## config.mk

```make
export PLATFORM = sky130hd
export DESIGN_NAME = periodic_subregion_halo_filter
export DESIGN_NICKNAME = d
export VERILOG_FILES = /design/src/sv/phf_pkg.sv /design/src/sv/periodic_subregion_halo_filter.sv /design/src/sv/phf_front.sv /design/src/sv/phf_queue.sv /design/src/sv/phf_back.sv
export SDC_FILE = /design/constraint.sdc
export NUM_CORES = 1
export LEC_CHECK = 0
export ABC_AREA = 0
export BUFFER_PORTS_ARGS = -buffer_cell sky130_fd_sc_hd__buf_2
export CAP_MARGIN = 40
export CORE_ASPECT_RATIO = 0.6
export CORE_MARGIN = 8
export CORE_UTILIZATION = 36
export DETAILED_ROUTE_END_ITERATION = 16
export PLACE_DENSITY = 0.53
export SLEW_MARGIN = 15
export SYNTH_ARGS = -nofsm -noshare
export SYNTH_HDL_FRONTEND = slang
export SYNTH_SLANG_ARGS = --single-unit
```

## constraint.sdc

```tcl
create_clock -name clk -period 14.36 [get_ports clk]
set_clock_uncertainty 0.1 [all_clocks]
set_input_delay 2.872 -clock clk [delete_from_list [all_inputs] [get_ports clk]]
set_output_delay 2.872 -clock clk [all_outputs]
set_load 0.005 [all_outputs]
```

## src/sv/phf_pkg.sv

```systemverilog
// Shared constants, types and helpers for the periodic subregion halo filter.
package phf_pkg;

  // Fraction bits of positions, centers and widths.
  localparam int FRAC_BITS = 24;
  // Signed image width, Q1.FRAC_BITS.
  localparam int IMG_W = FRAC_BITS + 2;
  localparam int IDX_W = 32;
  localparam int CFG_IDX_W = 3;

  // Small front-to-back queue.
  localparam int Q_DEPTH = 4;
  localparam int Q_PTR_W = $clog2(Q_DEPTH);
  localparam int Q_CNT_W = $clog2(Q_DEPTH + 1);

  // 2x2x2 image visit order: bit a of the mask is image a, x slowest.
  localparam int N_IMG = 8;
  localparam logic [N_IMG-1:0] MASK_MAIN = N_IMG'(1);
  localparam logic [N_IMG-1:0] SHIFT_X_SET = 8'hF0;
  localparam logic [N_IMG-1:0] SHIFT_Y_SET = 8'hCC;
  localparam logic [N_IMG-1:0] SHIFT_Z_SET = 8'hAA;

  // Fixed-point constants.
  localparam logic signed [IMG_W-1:0] ONE_S = signed'(IMG_W'(1) << FRAC_BITS);
  localparam logic signed [IMG_W-1:0] HALF_S = signed'(IMG_W'(1) << (FRAC_BITS - 1));
  localparam logic [FRAC_BITS-1:0] HALF_U = FRAC_BITS'(64'd1 << (FRAC_BITS - 1));
  // 1/2 plus a 0.1 border, truncated.
  localparam logic [FRAC_BITS-1:0] HTW_RST =
    FRAC_BITS'((64'd1 << (FRAC_BITS - 1)) + ((64'd1 << FRAC_BITS) / 10));

  // Register indexes.
  localparam logic [CFG_IDX_W-1:0] REG_CENTER_X = 3'd0;
  localparam logic [CFG_IDX_W-1:0] REG_CENTER_Y = 3'd1;
  localparam logic [CFG_IDX_W-1:0] REG_CENTER_Z = 3'd2;
  localparam logic [CFG_IDX_W-1:0] REG_HALF_W = 3'd3;
  localparam logic [CFG_IDX_W-1:0] REG_HALF_TW = 3'd4;

  // One classified particle: wrapped offsets, shifted offsets, images to emit.
  typedef struct packed {
    logic signed [IMG_W-1:0] dx;
    logic signed [IMG_W-1:0] dy;
    logic signed [IMG_W-1:0] dz;
    logic signed [IMG_W-1:0] sx;
    logic signed [IMG_W-1:0] sy;
    logic signed [IMG_W-1:0] sz;
    logic in_main;
    logic [N_IMG-1:0] mask;
    logic [IDX_W-1:0] index;
  } phf_entry_t;

endpackage

```

## src/sv/periodic_subregion_halo_filter.sv

```systemverilog
// Top level of the periodic subregion halo filter.
// The first result word passes the stage 1 register, the queue and the output word register.
// Throughput: one particle per cycle in while full is low; one result word per cycle out
// while pop is high, k buffer images giving k words; a 4-particle queue absorbs bursts.
// Reset (rst, synchronous, active high) empties all queues, zeroes the particle index
// and loads center 1/2, half width 1/2 and buffered half width 0.6 on every axis.
module periodic_subregion_halo_filter import phf_pkg::*; (
  input  logic clk,
  input  logic rst,
  input  logic push,
  output logic full,
  input  logic [FRAC_BITS-1:0] pos_x,
  input  logic [FRAC_BITS-1:0] pos_y,
  input  logic [FRAC_BITS-1:0] pos_z,
  output logic empty,
  input  logic pop,
  output logic signed [IMG_W-1:0] image_x,
  output logic signed [IMG_W-1:0] image_y,
  output logic signed [IMG_W-1:0] image_z,
  output logic in_main,
  output logic [IDX_W-1:0] particle_index,
  output logic last,
  input  logic cfg_valid,
  output logic cfg_ready,
  input  logic [CFG_IDX_W-1:0] cfg_index,
  input  logic [FRAC_BITS-1:0] cfg_data
);

  logic q_push, q_full, q_pop, q_empty;
  phf_entry_t q_wdata, q_rdata;

  // Classify particles
  phf_front u_front (
    .clk(clk), .rst(rst), .push(push), .full(full),
    .pos_x(pos_x), .pos_y(pos_y), .pos_z(pos_z),
    .cfg_valid(cfg_valid), .cfg_ready(cfg_ready),
    .cfg_index(cfg_index), .cfg_data(cfg_data),
    .q_push(q_push), .q_full(q_full), .q_wdata(q_wdata)
  );

  // Decouple front from back
  phf_queue u_queue (
    .clk(clk), .rst(rst), .push(q_push), .wdata(q_wdata), .full(q_full),
    .pop(q_pop), .empty(q_empty), .rdata(q_rdata)
  );

  // Emit images
  phf_back u_back (
    .clk(clk), .rst(rst), .q_empty(q_empty), .q_rdata(q_rdata), .q_pop(q_pop),
    .empty(empty), .pop(pop),
    .image_x(image_x), .image_y(image_y), .image_z(image_z),
    .in_main(in_main), .particle_index(particle_index), .last(last)
  );

endmodule

```

## src/sv/phf_front.sv

```systemverilog
// Front end: config registers, particle counter, wrap and image classification.
module phf_front import phf_pkg::*; (
  input  logic clk,
  input  logic rst,
  input  logic push,
  output logic full,
  input  logic [FRAC_BITS-1:0] pos_x,
  input  logic [FRAC_BITS-1:0] pos_y,
  input  logic [FRAC_BITS-1:0] pos_z,
  input  logic cfg_valid,
  output logic cfg_ready,
  input  logic [CFG_IDX_W-1:0] cfg_index,
  input  logic [FRAC_BITS-1:0] cfg_data,
  output logic q_push,
  input  logic q_full,
  output phf_entry_t q_wdata
);

  function automatic logic signed [IMG_W-1:0] wrap_axis(input logic [FRAC_BITS-1:0] p,
                                                        input logic [FRAC_BITS-1:0] c);
    logic signed [IMG_W-1:0] d;
    d = signed'({2'b00, p}) - signed'({2'b00, c});
    if (d > HALF_S) begin
      d = d - ONE_S;
    end else if (d < -HALF_S) begin
      d = d + ONE_S;
    end
    return d;
  endfunction

  function automatic logic signed [IMG_W-1:0] shift_axis(input logic signed [IMG_W-1:0] d);
    return (d > 0) ? d - ONE_S : d + ONE_S;
  endfunction

  function automatic logic [IMG_W-1:0] mag(input logic signed [IMG_W-1:0] d);
    return d[IMG_W-1] ? IMG_W'(-d) : IMG_W'(d);
  endfunction

  logic [FRAC_BITS-1:0] center_x, center_y, center_z, half_width, half_total_width;
  logic [IDX_W-1:0] particle_counter;
  logic accept, advance;

  // Stage 1 registers: wrapped offsets
  logic s1_valid;
  logic signed [IMG_W-1:0] s1_dx, s1_dy, s1_dz;
  logic [IDX_W-1:0] s1_index;

  // Classification terms
  logic signed [IMG_W-1:0] sx, sy, sz;
  logic [IMG_W-1:0] htw_ext, hw_ext;
  logic okd_x, okd_y, okd_z, oks_x, oks_y, oks_z;
  logic main_hit, buf_hit;
  logic [N_IMG-1:0] img_mask, sel_mask;

  assign cfg_ready = 1'b1;
  assign advance = !s1_valid || !q_full;
  assign full = !advance;
  assign accept = push && advance;

  // Config register writes
  always_ff @(posedge clk) begin
    if (rst) begin
      center_x <= HALF_U;
      center_y <= HALF_U;
      center_z <= HALF_U;
      half_width <= HALF_U;
      half_total_width <= HTW_RST;
    end else if (cfg_valid && cfg_ready) begin
      unique case (cfg_index)
        REG_CENTER_X: center_x <= cfg_data;
        REG_CENTER_Y: center_y <= cfg_data;
        REG_CENTER_Z: center_z <= cfg_data;
        REG_HALF_W: half_width <= cfg_data;
        REG_HALF_TW: half_total_width <= cfg_data;
        default: ;
      endcase
    end
  end

  // Running particle index, advances on every accepted word
  always_ff @(posedge clk) begin
    if (rst) begin
      particle_counter <= '0;
      s1_valid <= 1'b0;
    end else begin
      if (accept) begin
        particle_counter <= particle_counter + IDX_W'(1);
      end
      if (advance) begin
        s1_valid <= push;
      end
    end
  end

  // Stage 1 payload: subtract center and wrap
  always_ff @(posedge clk) begin
    if (accept) begin
      s1_dx <= wrap_axis(pos_x, center_x);
      s1_dy <= wrap_axis(pos_y, center_y);
      s1_dz <= wrap_axis(pos_z, center_z);
      s1_index <= particle_counter;
    end
  end

  // Main and buffer tests for unshifted and shifted axes
  always_comb begin
    htw_ext = {2'b00, half_total_width};
    hw_ext = {2'b00, half_width};
    sx = shift_axis(s1_dx);
    sy = shift_axis(s1_dy);
    sz = shift_axis(s1_dz);
    okd_x = mag(s1_dx) < htw_ext;
    okd_y = mag(s1_dy) < htw_ext;
    okd_z = mag(s1_dz) < htw_ext;
    oks_x = mag(sx) < htw_ext;
    oks_y = mag(sy) < htw_ext;
    oks_z = mag(sz) < htw_ext;
    main_hit = (mag(s1_dx) <= hw_ext) && (mag(s1_dy) <= hw_ext) && (mag(s1_dz) <= hw_ext);
    buf_hit = okd_x && okd_y && okd_z;
    for (int a = 0; a < N_IMG; a++) begin
      img_mask[a] = (SHIFT_X_SET[a] ? oks_x : okd_x) &&
                    (SHIFT_Y_SET[a] ? oks_y : okd_y) &&
                    (SHIFT_Z_SET[a] ? oks_z : okd_z);
    end
    if (main_hit) begin
      sel_mask = MASK_MAIN;
    end else if (buf_hit) begin
      sel_mask = img_mask;
    end else begin
      sel_mask = '0;
    end
  end

  // Particles with no result are dropped here
  assign q_push = s1_valid && !q_full && (sel_mask != '0);

  always_comb begin
    q_wdata.dx = s1_dx;
    q_wdata.dy = s1_dy;
    q_wdata.dz = s1_dz;
    q_wdata.sx = sx;
    q_wdata.sy = sy;
    q_wdata.sz = sz;
    q_wdata.in_main = main_hit;
    q_wdata.mask = sel_mask;
    q_wdata.index = s1_index;
  end

`ifndef SYNTHESIS
  a_counter_step: assert property (@(posedge clk) disable iff (rst)
    accept |=> particle_counter == $past(particle_counter) + IDX_W'(1))
    else $error("particle counter did not advance on accepted word");
  a_main_single: assert property (@(posedge clk) disable iff (rst)
    (q_push && q_wdata.in_main) |-> q_wdata.mask == MASK_MAIN)
    else $error("main particle queued with more than one image");
`endif

endmodule

```

## src/sv/phf_queue.sv

```systemverilog
// Short flop queue between front and back ends.
module phf_queue import phf_pkg::*; (
  input  logic clk,
  input  logic rst,
  input  logic push,
  input  phf_entry_t wdata,
  output logic full,
  input  logic pop,
  output logic empty,
  output phf_entry_t rdata
);

  phf_entry_t store [Q_DEPTH];
  logic [Q_PTR_W-1:0] wr_ptr, rd_ptr;
  logic [Q_CNT_W-1:0] count;
  logic do_push, do_pop;

  assign full = count == Q_CNT_W'(Q_DEPTH);
  assign empty = count == '0;
  assign do_push = push && !full;
  assign do_pop = pop && !empty;
  assign rdata = store[rd_ptr];

  // Pointers and fill count
  always_ff @(posedge clk) begin
    if (rst) begin
      wr_ptr <= '0;
      rd_ptr <= '0;
      count <= '0;
    end else begin
      if (do_push) begin
        wr_ptr <= wr_ptr + Q_PTR_W'(1);
      end
      if (do_pop) begin
        rd_ptr <= rd_ptr + Q_PTR_W'(1);
      end
      if (do_push && !do_pop) begin
        count <= count + Q_CNT_W'(1);
      end else if (do_pop && !do_push) begin
        count <= count - Q_CNT_W'(1);
      end
    end
  end

  always_ff @(posedge clk) begin
    if (do_push) begin
      store[wr_ptr] <= wdata;
    end
  end

endmodule

```

## src/sv/phf_back.sv

```systemverilog
// Back end: walks the image mask of the head entry, one result word per cycle while popped.
module phf_back import phf_pkg::*; (
  input  logic clk,
  input  logic rst,
  input  logic q_empty,
  input  phf_entry_t q_rdata,
  output logic q_pop,
  output logic empty,
  input  logic pop,
  output logic signed [IMG_W-1:0] image_x,
  output logic signed [IMG_W-1:0] image_y,
  output logic signed [IMG_W-1:0] image_z,
  output logic in_main,
  output logic [IDX_W-1:0] particle_index,
  output logic last
);

  logic [N_IMG-1:0] served;
  logic [N_IMG-1:0] remain, pick;
  logic pick_last, produce, out_valid;

  // Lowest pending image of the head entry
  assign remain = q_rdata.mask & ~served;
  assign pick = remain & (~remain + N_IMG'(1));
  assign pick_last = (remain & ~pick) == '0;
  assign produce = !q_empty && (!out_valid || pop);
  assign q_pop = produce && pick_last;
  assign empty = !out_valid;

  // Served images of the head entry and output valid
  always_ff @(posedge clk) begin
    if (rst) begin
      served <= '0;
      out_valid <= 1'b0;
    end else begin
      if (produce) begin
        served <= pick_last ? '0 : (served | pick);
      end
      if (produce) begin
        out_valid <= 1'b1;
      end else if (pop) begin
        out_valid <= 1'b0;
      end
    end
  end

  // Output word register
  always_ff @(posedge clk) begin
    if (produce) begin
      image_x <= |(pick & SHIFT_X_SET) ? q_rdata.sx : q_rdata.dx;
      image_y <= |(pick & SHIFT_Y_SET) ? q_rdata.sy : q_rdata.dy;
      image_z <= |(pick & SHIFT_Z_SET) ? q_rdata.sz : q_rdata.dz;
      in_main <= q_rdata.in_main;
      particle_index <= q_rdata.index;
      last <= pick_last;
    end
  end

`ifndef SYNTHESIS
  a_pending: assert property (@(posedge clk) disable iff (rst)
    !q_empty |-> remain != '0)
    else $error("head entry has no pending image");
  a_hold_head: assert property (@(posedge clk) disable iff (rst)
    (produce && !pick_last) |=> !q_empty && served != '0)
    else $error("head entry lost before its last image");
`endif

endmodule

```

# Word level (Yosys, flattened, before mapping)
# Memory sizes are Yosys's and may differ from the RTL's. A register that Yosys moved wholly into a read port is not among the register bits.
# Index checks and enable logic that the tools add are counted.
[totals]
ff_bits = 391
latchBits = 0
ramBits = 788
romBits = 0
elab_cells = 155
mem_count = 1
[mem_list]
columns = ["name", "words", "word_bits", "read_ports", "rd_clocked_by_memory_dff", "wr", "line_no", "text"]
rows = [
  ["u_queue.store", 4, 197, 1, 1, 1, "phf_queue.sv:13", "phf_entry_t store [Q_DEPTH];"],
]
[op_classes]
add_sub_neg = 27
multipliers = 0
div = 0
magnitude_cmp = 18
n_eq_ne = 5
n_shift = 0
muxes = 29
bitwise = 7
reduce_logical = 46
[ops]
columns = ["cell", "n"]
rows = [
  ["$mux 26", 18],
  ["$add 26x26->26 const B", 6],
  ["$lt 26x24->1", 6],
  ["$neg 26->26", 6],
  ["$sub 26x26->26 const B", 6],
  ["$gt 26x1->1 const B", 3],
  ["$gt 26x25->1 const B", 3],
  ["$le 26x24->1", 3],
  ["$lt 26x24->1 const B", 3],
  ["$sub 24x24->25", 3],
  ["$add 32x1->32 const B", 1],
  ["$and 8x8->8", 3],
  ["$mux 8", 3],
  ["$not 8->8", 3],
  ["$logic_and 1x1->1", 23],
  ["$reduce_or 4->1", 3],
  ["$reduce_and 2->1", 5],
  ["$add 8x1->8 const B", 1],
  ["$logic_not 8->1", 1],
  ["$or 8x8->8", 1],
  ["$reduce_bool 8->1", 1],
  ["$logic_not 1->1", 7],
  ["$eq 3x2->1 const B", 2],
  ["$eq 3x3->1 const B", 2],
  ["other kinds (10)", 19],
]

# Depth between registers and ports, before layout
[logic_depth]
depth_word = 16
mapped_depth = 24

# Cells and area by module
# A second synthesis with hierarchy kept.
[unflattened]
cells_unflattened = 3767
hier_area_um2 = 54370.9
[by_module_without_submodules]
columns = ["module", "n_inst", "cells_each", "area_each_um2", "seq_area_each_um2"]
rows = [
  ["phf_queue", 1, 1077, 28868.9, 23842.9],
  ["phf_front", 1, 2426, 20539.7, 6366.1],
  ["phf_back", 1, 264, 4962.3, 3543.4],
]

# Worst setup path before layout
# Ideal clock, no wire load.
[synth_path]
path_kind = "register -> register"
start = "register u_front.s1_dy[2]"
end = "memory u_queue.store[0][0] (netlist name) (enable)"
setup_time_ps = 788
t_arrival_ps = 13343
t_required_ps = 13472
slack_ps = 129
stages_incl_launch_ff = 17
path_buffers = 0
synth_period_minus_slack_ps = 14231
cell_sequence = "edfxtp_1 -> or3_1 -> or3_1 -> nor3_1 -> nand2_1 -> or3_1 -> or3_1 -> o31ai_1 -> xnor2_1 -> ha_1 -> a222oi_1 -> nand2_1 -> or3_1 -> a21oi_1 -> and4_4 -> a21oi_1 -> nor3b_1"
[synth_via]
elab_chain_len = 14
elab_cells_between_ends = 32
cone_classes = "4 x add/sub; 4 x order compare; 7 x mux; 17 x reduce/logical"
[synth_rtl]
columns = ["element", "line_no", "text"]
rows = [
  ["start: declaration", "phf_front.sv:45", "logic signed [IMG_W-1:0] s1_dx, s1_dy, s1_dz;"],
  ["start signal: assignment", "phf_front.sv:99", "s1_dy <= wrap_axis(pos_y, center_y);"],
  ["$add 26x26->26 (tied with other cells)", "phf_front.sv:32", "return (d > 0) ? d - ONE_S : d + ONE_S;"],
  ["$mux 26", "phf_front.sv:32", ""],
  ["$neg 26->26", "phf_front.sv:36", "return d[IMG_W-1] ? IMG_W'(-d) : IMG_W'(d);"],
  ["$mux 26", "phf_front.sv:36", ""],
  ["$lt 26x24->1", "phf_front.sv:116", "oks_y = mag(sy) < htw_ext;"],
  ["$logic_and 1x1->1", "phf_front.sv:121", "img_mask[a] = (SHIFT_X_SET[a] ? oks_x : okd_x) &&"],
  ["$logic_and 1x1->1", "phf_front.sv:122", "(SHIFT_Y_SET[a] ? oks_y : okd_y) &&"],
  ["$mux 8", "phf_front.sv:127", "end else if (buf_hit) begin"],
  ["$mux 8 (*)", "phf_front.sv:125", "if (main_hit) begin"],
  ["$reduce_bool 8->1 (*)", "phf_front.sv:135", "assign q_push = s1_valid && !q_full && (sel_mask != '0);"],
  ["$logic_and 1x1->1 (*)", "phf_front.sv:135", ""],
  ["$logic_and 1x1->1 (*)", "phf_queue.sv:20", "assign do_push = push && !full;"],
  ["$mux 1 (*)", "phf_queue.sv:46", "if (do_push) begin"],
  ["$mux 1 (implied by the code) (*)", "phf_queue.sv:47", "store[wr_ptr] <= wdata;"],
  ["end: declaration", "phf_queue.sv:13", ""],
]
# Every way passes the cells marked *; elsewhere a longest branch is shown, timed or not.

# Worst setup path in the final report
[layout_path]
start = "register u_front.s1_dy[2]"
end = "memory u_queue.store[1][134] (netlist name) (enable)"
# Same word-level chain as after synthesis.

==> summary.txt <==
Floorplanning
  – I/O pin total: 219
  – Row count: 98
  – Placeable Area: 119000 µm²
  – Die width: 462 µm
  – Die Y: 283 µm
  – Die area: 131000 µm²
  – Starting density of the core: 36.1%

Timing
  – Count of final max-slew check failures: 0
  – Rel. slew slack: 39.7%
  – Worst Tran Pin Value: 0.901 ns
  – Total Negative Setup Slacks: 0 ns
  – Fmax: 0.149 GHz
  – Worst Hold Slack: 0.353 ns
  – Fin crit period: 6.71 ns
  – Setup violators final: 0
  – Final hold viol count: 0
  – Unrepaired setup endpoints after global routing: no
  – Fin crit share: 46.7%

GRT
  – First-pass GRT wire length: 183000 µm
  – Vias in the first global route: 26400
  – Initial antenna violation count: 6
  – Largest net degree at the start of global routing: 70
  – Grt ovf: 0
  – GRT Total Usage: 18.6%

Clock tree
  – Hold buffers post-CTS: 0
  – Clk pin slew, worst setup/hold paths: 0.06 ns
  – TritonCTS clock tree: yes
  – Number of post-CTS setup repair buffers: 0
  – Clock Tree Root: clkbuf_16
  – Htree depth: 3
  – CTS resizes: 0
  – Max Root-Sink Buffers: 3
  – Clock sink total: 893
  – Total CTS buffers: 89
  – Clock latency on the worst-skew pair: 0.69 ns

Worst setup path
  – Bufs and invs on worst path: 2
  – Worst path cell trace: or3_1 -> or3_1 -> nor3_1 -> nand2_1 -> or3_1 -> or3_1 -> o31ai_1 -> xnor2_1 -> ha_1 -> a222oi_1 -> nand2_1 -> or3_1 -> a21oi_1 -> and4_4 -> a21oi_1 -> nor3b_2 -> buf_4 -> buf_4
  – CP Data Arrival Time: 6.93 ns
  – Crit. End Element: register
  – RR Endpoint: u_queue.store[1][134]$_DFFE_PP_
  – Crit path launch type: register
  – CP Class: register to register
  – Crit-path slowest cell: buf_4
  – RR Startpoint: u_front.s1_dy[2]$_DFFE_PP_
  – Crit-path max cell delay: 0.65 ns
  – Required time of the critical path: 14.57 ns
  – R2R setup slack: 7.65 ns
  – Worst R2R Path Depth: 18
  – Family with the most delay on the worst path: simple AND/OR/NAND/NOR gates
  – Max FO, Critical Path: 44
  – Cell mode on critical path: or3_1

Cells and area
  – Fillers: 11100
  – Layout Nets: 4000
  – Layout cells sized above 1: 15.9%
  – Commonest non-fill, non-tap cell in the layout: edfxtp_1
  – Most frequent cells in the layout: 722 x edfxtp_1, 405 x nand2_1, 291 x ha_1, 219 x buf_2, 211 x a21oi_1
  – Synth-to-Final Area Change: 15.0%

Route
  – Antenna-violating nets left: 0
  – Drt first pass iters: 5
  – DR vias: 27800
  – Post-DR vias/cell: 5.27
  – First-iteration detailed-routing DRC count: 2818
  – Wire per inst: 23.6 µm
  – DR DRC count: 0
  – Routed wire length: 125000 µm

Yosys
  – Top-area cell type share of the netlist area: 50.5%
  – Yosys warns: 0
  – Mapped Avg Cell Area: 12.8 µm²
  – Register area share after synthesis: 58.5%
  – Synthesized Nets: 3748
  – Synthesis-stage register bit count: 893
  – Distinct cells, synth: 91
  – Async set or reset register ratio after synthesis: 0%
  – Synthesized netlist cell count: 3349
  – Area contributors post-synth: edfxtp_1 51%, ha_1 8.5%, dfxtp_1 8.0%
  – Post-synth EDFFs: 722
  – Top FF cell, synth: edfxtp_1
  – Post-synth top area cell: edfxtp_1
  – Post-synthesis cell area: 42900 µm²

Power
  – Register share of total power: 45.8%
  – Share of power burned in the clock network: 34.1%
  – Sw Pwr: 2090 µW
  – Switching Fraction: 28.8%
  – Maximum VDD drop: 0.140 mV
  – Leakage Power: 0.0174 µW
  – Pint: 5160 µW
  – Combinational Power Share: 20.1%
  – Power Density: 147 nW/µm²

Placement
  – RD Place Congestion: 0.907
  – Dpl hpwl: 89700 µm
  – Port Buf Inserts: 217

Hold path
  – Hold endpoint: u_front.center_y[13]$_SDFFE_PP0P_
  – Cell count of the worst hold path: 2
  – Hold Path Class: register to register
  – Worst Min Path Start: u_front.center_y[13]$_SDFFE_PP0P_

Run status
  – Outcome: complete, no violations

Run
  – Max-cap check violation count: 0
## metal layers
layer	up-vias	global-route usage [%]	part of all wire, %
li1	13100	-	-
met1	13700	29.8	51
met2	915	24.6	39
met3	147	5.16	7.9
met4	2	3.64	1.8
met5	-	0	0.010
## kinds of logic after synthesis
logic type / synth area share (%)
AO/OA/AOI/OAI: 8.84
XOR/XNOR: 3.92
adder cells (fa/ha/maj): 8.72
buffers and inverters: 2.48
flip-flops: 58.5
multiplexers: 6.86
other: 0.00874
AND/OR/NAND/NOR: 10.7
## synthesized netlist by cell type, drive strengths merged (43+ instances only)
master  number
edfxtp     722
nand2      405
ha         291
a21oi      212
inv        173
dfxtp      171
nor2       161
xnor2      149
mux4       125
o21ai      117
clkbuf      85
a21o        78
nor3        54
nand3       43
nand4       43
or3         43
xor2        43
## state kept, by name, indices dropped and copies added, names as in the netlist, 26 cells and up, named ones only
name / cells
u_front.s1_dx: 26
u_front.s1_dz: 26
u_front.s1_index: 32
u_front.s1_dy: 26
u_back.image_x: 26
u_queue.store: 500
u_front.particle_counter: 32
u_back.image_z: 26
u_back.particle_index: 32
u_back.image_y: 26
## metrics by stage
step	power (µW)	instance area [µm²]	std cells	util [%]	worst slack, ns
floorplan	4200	42900	3349	-	0.129
global placement	4820	45800	5088	38.6	7.74
detailed placement	4850	46200	5108	38.9	7.67
CTS	7340	49300	5273	41.5	7.65
global route	7610	49300	5277	41.6	7.25
finish	7250	49300	5278	41.6	7.65
## tightest hold or removal path: stages, from the launching register on
cell	delay, ns
dfxtp_1	0.31
nand2_1	0.05
a21oi_1	0.05
## worst max-delay path by stage
stage	startpoint	to	slack, ns	cells past startpoint
2_1_floorplan	u_front.s1_dy[2]$_DFFE_PP_	u_queue.store[0][0]$_DFFE_PP_	0.13	16
3_3_place_gp	u_front.s1_dy[2]$_DFFE_PP_	u_queue.store[1][133]$_DFFE_PP_	7.74	18
3_5_place_dp	u_front.s1_dy[2]$_DFFE_PP_	u_queue.store[1][134]$_DFFE_PP_	7.67	18
4_1_cts	u_front.s1_dy[2]$_DFFE_PP_	u_queue.store[1][194]$_DFFE_PP_	7.65	18
5_1_grt	u_front.s1_dy[2]$_DFFE_PP_	u_queue.store[1][134]$_DFFE_PP_	7.25	18
6_report	u_front.s1_dy[2]$_DFFE_PP_	u_queue.store[1][134]$_DFFE_PP_	7.65	18
## layout make-up
class                   count  area [µm²]  share of cell area, %
flip-flops and latches    893       25100                   50.9
multi-input cells        2176       16800                   34.0
inverters                 174         658                   1.33
well taps                1600        2000                   4.06
diodes                      3        7.51                 0.0152
repair buffers            267        1720                   3.48
clock buffers             112        2450                   4.96
clock inverters            53         632                   1.28
## power by group through the flow
stage / Sequential [µW] / Clock [µW] / Combinational (µW)
5_1_grt: 3360 / 2640 / 1620
3_5_place_dp: 3390 / 0 / 1450
3_3_place_gp: 3390 / 0 / 1430
6_report: 3330 / 2470 / 1450
4_1_cts: 3340 / 2540 / 1460
2_1_floorplan: 3330 / 0 / 864
Note: power is estimated with default switching activity, not from simulation.
